## src/rtl/lfcd_pkg.sv

```systemverilog
// Package for the length-framed command deframer: frame marks, widths, cell control type.
// Used by lfcd_cell and length_framed_command_deframer_unit; depends on nothing.
package lfcd_pkg;

  localparam int unsigned BufferBytesDefault = 64;
  localparam int unsigned FrameOverhead      = 5;
  localparam int unsigned ByteW              = 8;
  // Wide enough for payload lengths up to 127, which covers the default 64-byte window.
  localparam int unsigned LenCntW            = 7;
  localparam int unsigned OutFieldW          = 6;
  localparam int unsigned OutDataW           = 32;

  localparam logic [ByteW-1:0] StartMark = 8'h3C;
  localparam logic [ByteW-1:0] EndMark   = 8'h3E;

  typedef struct packed {
    logic load;   // take the received byte
    logic shift;  // take the neighbor's byte (drop oldest)
  } lfcd_cell_ctl_t;

  typedef enum logic [2:0] {
    StIdle = 3'b001,
    StScan = 3'b010,
    StEmit = 3'b100
  } lfcd_state_e;

endpackage

```

## src/rtl/lfcd_cell.sv

```systemverilog
// One window cell of the deframer: a byte register that loads or takes its neighbor's byte.
// Depends on lfcd_pkg.
module lfcd_cell (
  input  logic                          clk_i,
  input  lfcd_pkg::lfcd_cell_ctl_t      ctl_i,
  input  logic [lfcd_pkg::ByteW-1:0]    rx_byte_i,
  input  logic [lfcd_pkg::ByteW-1:0]    next_byte_i,
  output logic [lfcd_pkg::ByteW-1:0]    byte_o,
  output logic                          end_mark_o
);
  import lfcd_pkg::*;

  logic [ByteW-1:0] byte_q, byte_d;

  always_comb begin
    byte_d = byte_q;
    if (ctl_i.load) begin
      byte_d = rx_byte_i;
    end else if (ctl_i.shift) begin
      byte_d = next_byte_i;
    end
  end

  // Payload storage, no reset needed.
  always_ff @(posedge clk_i) begin
    byte_q <= byte_d;
  end

  assign byte_o     = byte_q;
  assign end_mark_o = (byte_q == EndMark);

endmodule

```

## src/rtl/length_framed_command_deframer_unit.sv

```systemverilog
// Top level of the length-framed command deframer: window cell row, scan control, output register.
// Depends on lfcd_pkg and lfcd_cell.
//
// Usage: received link bytes enter one beat at a time on the s_axis channel (tdata[7:0]).
// A frame is '<', a command id, a 16-bit big-endian length, the payload and '>'.
// The bytes sit in a row of cells; dropping the oldest byte shifts every cell by one
// toward the head at once. After each byte the controller rescans: while the
// head is not a valid frame start it drops one byte per cycle. A byte is therefore
// accepted, then scanned with one drop per discarded byte, then given a final check.
// A byte that completes a frame also holds the input for each result beat and any
// receiver stall.
// s_axis_tready_o is high only while the controller is idle.
// On a complete frame the block emits one m_axis beat per payload byte (tlast on the
// final one), or one empty marker beat for a zero-length frame, and then clears the
// window. Emission reads the cell behind the header and shifts the row, one beat per
// cycle while the receiver takes them; a stall on m_axis_tready_i holds the output
// register and pauses emission. After the closing byte is accepted, the scan state drops
// any bytes before the frame and finds it, then the emit state loads the first result
// beat into the output register. A new byte may be accepted while the last result waits.
// Reset clears the fill count and the output valid; cell contents are not cleared,
// since only bytes below the fill count are ever looked at.
module length_framed_command_deframer_unit #(
  parameter int unsigned BUFFER_BYTES = lfcd_pkg::BufferBytesDefault
) (
  input  logic                             clk_i,
  input  logic                             rst_ni,
  input  logic                             s_axis_tvalid_i,
  output logic                             s_axis_tready_o,
  input  logic [lfcd_pkg::ByteW-1:0]       s_axis_tdata_i,   // [7:0] rx_byte
  output logic                             m_axis_tvalid_o,
  input  logic                             m_axis_tready_i,
  // [7:0] frame_id, [13:8] frame_length, [14] has_data, [20:15] byte_index,
  // [28:21] payload_byte, [31:29] zero
  output logic [lfcd_pkg::OutDataW-1:0]    m_axis_tdata_o,
  output logic                             m_axis_tlast_o    // last
);
  import lfcd_pkg::*;

  localparam int unsigned FillW   = $clog2(BUFFER_BYTES + 1);
  localparam int unsigned IdxW    = $clog2(BUFFER_BYTES);
  localparam int unsigned MaxLen  = BUFFER_BYTES - FrameOverhead;

  // Window cell row.
  lfcd_cell_ctl_t          cell_ctl [BUFFER_BYTES];
  logic [ByteW-1:0]        cell_byte [BUFFER_BYTES];
  logic [2**IdxW-1:0]      end_flags;

  // Control state.
  lfcd_state_e             state_q, state_d;
  logic [FillW-1:0]        fill_q, fill_d;
  logic [ByteW-1:0]        id_q, id_d;
  logic [LenCntW-1:0]      len_q, len_d;
  logic [LenCntW-1:0]      cnt_q, cnt_d;

  // Output register.
  logic                    out_valid_q, out_valid_d;
  logic [OutDataW-1:0]     out_data_q, out_data_d;
  logic                    out_last_q, out_last_d;

  logic                    in_accept;
  logic                    full;
  logic                    shift_all;
  logic                    out_free;
  logic [15:0]             hdr_len;
  logic                    len_ok;
  logic                    body_short;
  logic [IdxW-1:0]         end_idx;
  logic                    emit_last;
  logic [LenCntW-1:0]      cnt_inc;

  assign s_axis_tready_o = (state_q == StIdle);
  assign in_accept       = s_axis_tvalid_i && s_axis_tready_o;
  assign full            = (fill_q == FillW'(BUFFER_BYTES));
  assign out_free        = !out_valid_q || m_axis_tready_i;

  // Header fields are read from fixed cells at the head of the row.
  assign hdr_len    = {cell_byte[2], cell_byte[3]};
  assign len_ok     = (hdr_len <= 16'(MaxLen));
  assign body_short = ({1'b0, hdr_len} + 17'(FrameOverhead)) > 17'(fill_q);
  // The closing byte sits at index length + 4, which is inside the row when len_ok holds.
  assign end_idx    = hdr_len[IdxW-1:0] + IdxW'(FrameOverhead - 1);
  assign cnt_inc    = cnt_q + LenCntW'(1);
  assign emit_last  = (len_q == '0) || (cnt_inc == len_q);

  always_comb begin
    state_d     = state_q;
    fill_d      = fill_q;
    id_d        = id_q;
    len_d       = len_q;
    cnt_d       = cnt_q;
    shift_all   = 1'b0;
    out_valid_d = out_valid_q;
    out_data_d  = out_data_q;
    out_last_d  = out_last_q;

    if (m_axis_tready_i) begin
      out_valid_d = 1'b0;
    end

    case (state_q)
      StIdle: begin
        if (in_accept) begin
          // A full window cannot occur after a scan; it would drop the oldest byte first.
          if (full) begin
            shift_all = 1'b1;
          end else begin
            fill_d = fill_q + FillW'(1);
          end
          state_d = StScan;
        end
      end
      StScan: begin
        if (fill_q == '0) begin
          state_d = StIdle;
        end else if (cell_byte[0] != StartMark) begin
          shift_all = 1'b1;
          fill_d    = fill_q - FillW'(1);
        end else if (fill_q < FillW'(FrameOverhead)) begin
          state_d = StIdle;
        end else if (!len_ok) begin
          shift_all = 1'b1;
          fill_d    = fill_q - FillW'(1);
        end else if (body_short) begin
          state_d = StIdle;
        end else if (!end_flags[end_idx]) begin
          shift_all = 1'b1;
          fill_d    = fill_q - FillW'(1);
        end else begin
          id_d    = cell_byte[1];
          len_d   = hdr_len[LenCntW-1:0];
          cnt_d   = '0;
          state_d = StEmit;
        end
      end
      StEmit: begin
        if (out_free) begin
          out_valid_d = 1'b1;
          out_last_d  = emit_last;
          out_data_d  = '0;
          out_data_d[7:0]   = id_q;
          if (len_q != '0) begin
            out_data_d[13:8]  = len_q[OutFieldW-1:0];
            out_data_d[14]    = 1'b1;
            out_data_d[20:15] = cnt_q[OutFieldW-1:0];
            out_data_d[28:21] = cell_byte[FrameOverhead-1];
            // Bring the next payload byte to the read cell.
            shift_all = 1'b1;
          end
          cnt_d = cnt_inc;
          if (emit_last) begin
            fill_d  = '0;
            state_d = StIdle;
          end
        end
      end
      default: begin
        state_d = StIdle;
      end
    endcase
  end

  // Cell row: each cell takes its right neighbor's byte on a shift.
  for (genvar i = 0; i < BUFFER_BYTES; i++) begin : g_cell
    logic [ByteW-1:0] next_byte;

    if (i == BUFFER_BYTES - 1) begin : g_tail
      assign next_byte = '0;
    end else begin : g_mid
      assign next_byte = cell_byte[i+1];
    end

    assign cell_ctl[i].shift = shift_all;
    assign cell_ctl[i].load  = in_accept &&
                               (full ? (i == BUFFER_BYTES - 1) : (fill_q == FillW'(i)));

    lfcd_cell u_cell (
      .clk_i       (clk_i),
      .ctl_i       (cell_ctl[i]),
      .rx_byte_i   (s_axis_tdata_i),
      .next_byte_i (next_byte),
      .byte_o      (cell_byte[i]),
      .end_mark_o  (end_flags[i])
    );
  end

  if (2**IdxW > BUFFER_BYTES) begin : g_pad
    assign end_flags[2**IdxW-1:BUFFER_BYTES] = '0;
  end

  always_ff @(posedge clk_i or negedge rst_ni) begin
    if (!rst_ni) begin
      state_q     <= StIdle;
      fill_q      <= '0;
      out_valid_q <= 1'b0;
    end else begin
      state_q     <= state_d;
      fill_q      <= fill_d;
      out_valid_q <= out_valid_d;
    end
  end

  always_ff @(posedge clk_i) begin
    id_q       <= id_d;
    len_q      <= len_d;
    cnt_q      <= cnt_d;
    out_data_q <= out_data_d;
    out_last_q <= out_last_d;
  end

  assign m_axis_tvalid_o = out_valid_q;
  assign m_axis_tdata_o  = out_data_q;
  assign m_axis_tlast_o  = out_last_q;

  // The scan never leaves a full window behind.
  a_idle_not_full: assert property (@(posedge clk_i) disable iff (!rst_ni)
    (state_q == StIdle) |-> (fill_q < FillW'(BUFFER_BYTES)))
    else $error("window full while idle");

  // During emission the whole frame is inside the window.
  a_emit_fits: assert property (@(posedge clk_i) disable iff (!rst_ni)
    (state_q == StEmit) |-> ((8'(len_q) + 8'(FrameOverhead)) <= 8'(fill_q)))
    else $error("emitting a frame longer than the window contents");

  // Every accepted byte is followed by a scan.
  a_accept_scans: assert property (@(posedge clk_i) disable iff (!rst_ni)
    in_accept |=> (state_q == StScan))
    else $error("accepted byte not scanned");

  // The emission counter stays within the latched payload length.
  a_cnt_bound: assert property (@(posedge clk_i) disable iff (!rst_ni)
    (state_q == StEmit && len_q != '0) |-> (cnt_q < len_q))
    else $error("payload index beyond frame length");

endmodule
```

## config.mk

```make
export PLATFORM = sky130hd
export DESIGN_NAME = length_framed_command_deframer_unit
export DESIGN_NICKNAME = d
export VERILOG_FILES = /design/src/rtl/lfcd_pkg.sv /design/src/rtl/lfcd_cell.sv /design/src/rtl/length_framed_command_deframer_unit.sv
export SDC_FILE = /design/constraint.sdc
export NUM_CORES = 1
export LEC_CHECK = 0
export BUFFER_PORTS_ARGS = -buffer_cell sky130_fd_sc_hd__buf_2
export CORE_MARGIN = 2
export CORE_UTILIZATION = 30
export CTS_CLUSTER_SIZE = 24
export DETAILED_ROUTE_END_ITERATION = 8
export HOLD_SLACK_MARGIN = 0.06
export SYNTH_ARGS = -nofsm -noshare
export SYNTH_HDL_FRONTEND = slang
export SYNTH_HIERARCHICAL = 1
export SYNTH_SLANG_ARGS = --single-unit
```

## constraint.sdc

```tcl
create_clock -name clk_i -period 9.2 [get_ports clk_i]
set_input_delay 2.76 -clock clk_i [delete_from_list [all_inputs] [get_ports clk_i]]
set_output_delay 2.76 -clock clk_i [all_outputs]
set_load 0.03 [all_outputs]
```

Yosys cells after proc, flatten, opt, wreduce, memory -nomap -nowiden:

Cells that the tools add are included.

* logic and storage cells: 615
* bits in registers: 575
* input bits: 12
* output and inout port bits: 35

* magnitude comparators: 4
* add/subtract/negate cells: 5
* bitwise logic cells: 4
* reduce and logical (&&, ||, !) cells: 142
* equal/unequal tests: 149
* multiplexer cells: 238

Operators by type and width (count)
* 2-to-1 mux 8 bit: 128
* equality test 8 x 6 -> 1 bit (second input constant): 64
* equality test 7 x 6 -> 1 bit (second input constant): 32
* nonzero test 2 bit: 65
* 2-to-1 mux 7 bit: 18
* equality test 7 x 5 -> 1 bit (second input constant): 16
* 2-to-1 mux 1 bit: 78
* logical AND 1 bit: 65
* equality test 7 x 4 -> 1 bit (second input constant): 8
* equality test 7 x 3 -> 1 bit (second input constant): 4
* 2-to-1 mux 3 bit: 9
* one-hot mux 7 bit (3 select lines): 1
* inequality test 2 bit (second input constant): 9
* adder 16 x 3 -> 17 bit (second input constant): 1
* greater-than comparator 17 x 7 -> 1 bit: 1
* <= comparator 16 x 6 -> 1 bit (second input constant): 1
* adder 7 x 1 -> 7 bit (second input constant): 2
* equality test 7 x 2 -> 1 bit (second input constant): 2
* logical NOT 7 bit: 2
* one-hot mux 7 bit (2 select lines): 1
* inequality test 4 bit (second input constant): 3
* one-hot mux 3 bit (3 select lines): 1
* AND reduction 9 bit: 1
* inequality test 8 x 6 -> 1 bit (second input constant): 1
* other kinds (24): 29

Depth between registers and ports, before layout:

* depth after elaboration: 12
* mapped depth: 14
* depth with buffers taken out: 13

Cells and area by module:

Netlist, hierarchy kept.

By module, submodules not included
* lfcd_cell: area each 396.6 um^2, sequential area each 240.2 um^2, instances 64, cells an instance 21
* length_framed_command_deframer_unit: area each 4539.4 um^2, sequential area each 1838.0 um^2, instances 1, cells an instance 459

Worst setup path before layout:

Ideal clock, no wire load.

* path kind: input -> register
* from: input m_axis_tready_i
* to: register g_cell[0].u_cell.byte_q[0], enable pin
* library setup time: 331 ps
* path slack: 3020 ps
* stages on the path: 5
* data arrival time: 5849 ps
* cells stage by stage: nor2b_1 -> nor2_1 -> a211oi_1 -> o21ai_0 -> or2_1

RTL lines
* start, declared: RTL line length_framed_command_deframer_unit.sv:31 `input logic m_axis_tready_i,`
* end signal, assigned: RTL line lfcd_cell.sv:26 `byte_q <= byte_d;`
* end, declared: RTL line lfcd_cell.sv:13 `logic [ByteW-1:0] byte_q, byte_d;`

==> results.toml <==
[run_status]
status = "finished clean"

[global_routing]
track_usage_pct = 13.1
antenna_found_initial = 2
top_usage_layer = "met2"
met1_usage_pct = 17.3
met3_usage_pct = 2.72
gr-usage-met2_pct = 21.6
overflow = 0
grt_pass1_wl_mm = 103
grt_max_degree = 65
grt_pass1_vias = 16471

[final_layout]
fin_util_pct = 33.7
drive_gt1_share_pct = 37.1
final.fill_count = 9245
syn_to_final_growth_pct = 10.9
design_area_um2 = 33200
fin_nets = 1867

[synthesis]
ys_seq_area_share_pct = 57.5
syn_inst = 1803
yosys_register_bits = 575
yosysWarnings = 6
synth.avg_cell_area_um2 = 16.6
netlist-cell-type-count = 70
async_flop_share_pct = 1.91
syn_area_um2 = 29900
synth_edf_count = 564
synthFlopType = "edfxtp_1"

[sta]
max_freq_ghz = 0.193
fin_crit_sh_pct = 56.4
finalHoldViolations = 0
rsz0062_at_grt = "no"
fin_skew_ps = 23.4
tns_ps = 0
setup_viol = 0
worst_pin_slew_ps = 1330
finalCriticalPeriod_ps = 5190
report.final.slew_viol_count = 0
relSlewSlack_pct = 10.8

[place]
dp_hpwl_mm = 43.1
place.gp.congestion = 0.843
numPortBuffers = 43
dpl_cell_area_um2 = 31000

[drt]
drt_iter0_markers = 1526
drt_first_pass_iters = 6
wl_per_cell_um = 21.6
vias = 16034
ant_nets = 0
drc = 0
wl_mm = 68.5
avgViaCountPerCell = 5.05

[power]
vdd_drop_max_mv = 0.169
p_leak_nw = 11.6
fin_total_pwr_mw = 11.2
p_per_area_nw_per_um2 = 337

[clock_network]
clk_latency_ps = 630
postCtsResizedCells = 0
clk_pin_slew_ps = 60
tritoncts = "yes"
postCtsSetupRepairBufs = 0
ctsHtreeMaxLevel = 2
clock-root-buffer = "clkbuf_16"
hold_buffers = 0
cts_made_buffers = 57
clkSinkCount = 575
clk_path_buf_depth = 3

[worst_setup_path]
criticalPathCategory = "reg2reg"
worstPathArrival_ps = 5460
end_kind = "flip-flop"
crit_path_start_kind = "flip-flop"
required_ps = 9470
cpPeakStageDelay_ps = 790
cp_cell_sequence = "inv_1 -> ha_1 -> a21oi_2 -> nor2_1 -> xor2_1 -> ha_1 -> a21oi_1 -> o21ai_0 -> o22a_1 -> nor4_4 -> a21oi_1 -> o21ai_4 -> buf_4 -> or2_1"
crit_fanout = 64
slowest_stage = "buf_4"

[floorplan]
core_um2 = 98600
ios = 47
dieArea_um2 = 102000
die_h_um = 320
rows = 115
die_w_um = 320
initial_utilization_pct = 30.4

[hold_path]
holdCritPathClass = "reg2reg"

[run]
drv_cap = 0
[flip-flops by register name (all words and copies together) (netlist names)]
signal / flops
cnt_q: 7
fill_q: 7
g_cell.u_cell/byte_o: 512
id_q: 8
len_q: 7
m_axis_tdata_o: 29
m_axis_tlast_o: 1
m_axis_tvalid_o: 1
state_q: 3
[layout make-up]
| class | instances | area [um^2] | share of cell area (%) |
|---|---|---|---|
| inverter | 10 | 37.5 | 0.113 |
| sequential | 575 | 17200 | 51.9 |
| timing repair buffer | 59 | 342 | 1.03 |
| antenna | 1 | 2.50 | 0.00754 |
| tap | 1287 | 1610 | 4.85 |
| clock inverter | 39 | 597 | 1.80 |
| multi-input combinational | 1136 | 11800 | 35.7 |
| clock buffer | 69 | 1530 | 4.62 |
[synth_stat cells (2+ instances only)]
| cell | n | area [um^2] |
|---|---|---|
| and4b_1 | 2 | 20.0 |
| o22ai_1 | 5 | 31.3 |
| mux2_4 | 512 | 7690 |
| and2_1 | 18 | 113 |
| buf_6 | 66 | 743 |
| or4_1 | 3 | 22.5 |
| nor2b_1 | 6 | 37.5 |
| nor4_1 | 70 | 438 |
| o21ai_0 | 9 | 45.0 |
| xor2_1 | 5 | 43.8 |
| nand4_1 | 10 | 62.6 |
| a21oi_1 | 19 | 95.1 |
| or2_1 | 64 | 400 |
| nand3b_1 | 3 | 22.5 |
| buf_4 | 4 | 30.0 |
| xnor2_1 | 10 | 87.6 |
| nand2_1 | 101 | 379 |
| nor2_1 | 95 | 357 |
| a211oi_1 | 2 | 15.0 |
| nor4_4 | 2 | 42.5 |
| ha_1 | 16 | 200 |
| a2111oi_0 | 2 | 17.5 |
| nor3b_1 | 5 | 37.5 |
| dfrtp_1 | 10 | 250 |
| nand3_1 | 11 | 55.1 |
| clkbuf_1 | 18 | 67.6 |
| or2_2 | 3 | 18.8 |
| and3_1 | 8 | 50.1 |
| inv_1 | 10 | 37.5 |
| edfxtp_1 | 564 | 16900 |
| a31oi_1 | 5 | 31.3 |
| a22oi_1 | 10 | 75.1 |
| a311oi_1 | 2 | 17.5 |
| nor3_1 | 10 | 50.1 |
| xnor3_1 | 4 | 90.1 |
| a21o_1 | 4 | 30.0 |
| clkbuf_8 | 2 | 27.5 |
| or3_1 | 2 | 12.5 |
| nand4b_1 | 64 | 561 |
| nand4_4 | 2 | 42.5 |
| mux4_2 | 16 | 360 |
[metrics by stage]
| stage | hold WS (ps) | instances | setup WS (ps) |
|---|---|---|---|
| finish | 421 | 3176 | 4010 |
| global route | 426 | 3175 | 3700 |
| CTS | 418 | 3174 | 4030 |
| detailed placement | 405 | 3066 | 3620 |
| global placement | 407 | 3066 | 3660 |
| floorplan | 400 | 1813 | 3020 |
[report_power, final]
part | internal, mW | switching (mW) | total [mW] | leakage [nW]
clock network | 1.63 | 1.01 | 2.64 | 1.04
logic | 1.62 | 1.50 | 3.12 | 5.15
registers | 4.65 | 0.772 | 5.42 | 5.40
total | 7.90 | 3.28 | 11.2 | 11.6
[per-layer routing]
layer | routed length, um | vias to the layer above
met4 | 1630 | 0
li1 | - | 7106
met3 | 4240 | 114
met5 | 0 | -
met2 | 32300 | 524
met1 | 30400 | 8290
[cell usage in the layout (no fill, tap or decap), types with 18 or more instances in the layout]
cell and count:
edfxtp_1 564, mux2_4 512, nand2_1 101, nor2_1 94
nor4_1 70, or2_1 64, nand4b_1 64, clkbuf_16 59
buf_2 43, a21oi_1 19, and2_1 18
[critical path: cells and delay by family (launching register included)]
family	cells	cell delay, ps
buf+inv	2	900
compound gates	6	1280
xor+xnor	1	160
flops	1	750
fa+ha+maj	2	590
simple gates	3	1100
[kinds of logic after synthesis]
| kind of cell | synth area share (%) |
|---|---|
| flip-flops | 57.5 |
| AND/OR/NAND/NOR | 9.32 |
| buffers and inverters | 3.06 |
| multiplexers | 27.0 |
| other | 0.0125 |
| XOR/XNOR | 0.740 |
| adder cells (fa/ha/maj) | 0.669 |
| AO/OA/AOI/OAI | 1.71 |
[final timing paths]
kind | start | to | slack [ps] | cells after the start
setup / recovery | g_cell[3].u_cell/byte_o[2]$_DFFE_PP_ | g_cell[32].u_cell/byte_o[3]$_DFFE_PP_ | 4010 | 14
hold / removal | id_q[6]$_DFFE_PP_ | m_axis_tdata_o[6]$_DFFE_PP_ | 420 | 0
setup reg to reg | g_cell[3].u_cell/byte_o[2]$_DFFE_PP_ | g_cell[32].u_cell/byte_o[3]$_DFFE_PP_ | 4010 | 14
hold reg to reg | id_q[6]$_DFFE_PP_ | m_axis_tdata_o[6]$_DFFE_PP_ | 420 | 0
max in group asynchronous | rst_ni | state_q[0]$_DFFE_PN1P_ | 6900 | 1
min in group asynchronous | rst_ni | m_axis_tvalid_o$_DFF_PN0_ | 2010 | 1
(Power assumes the default switching activity.)
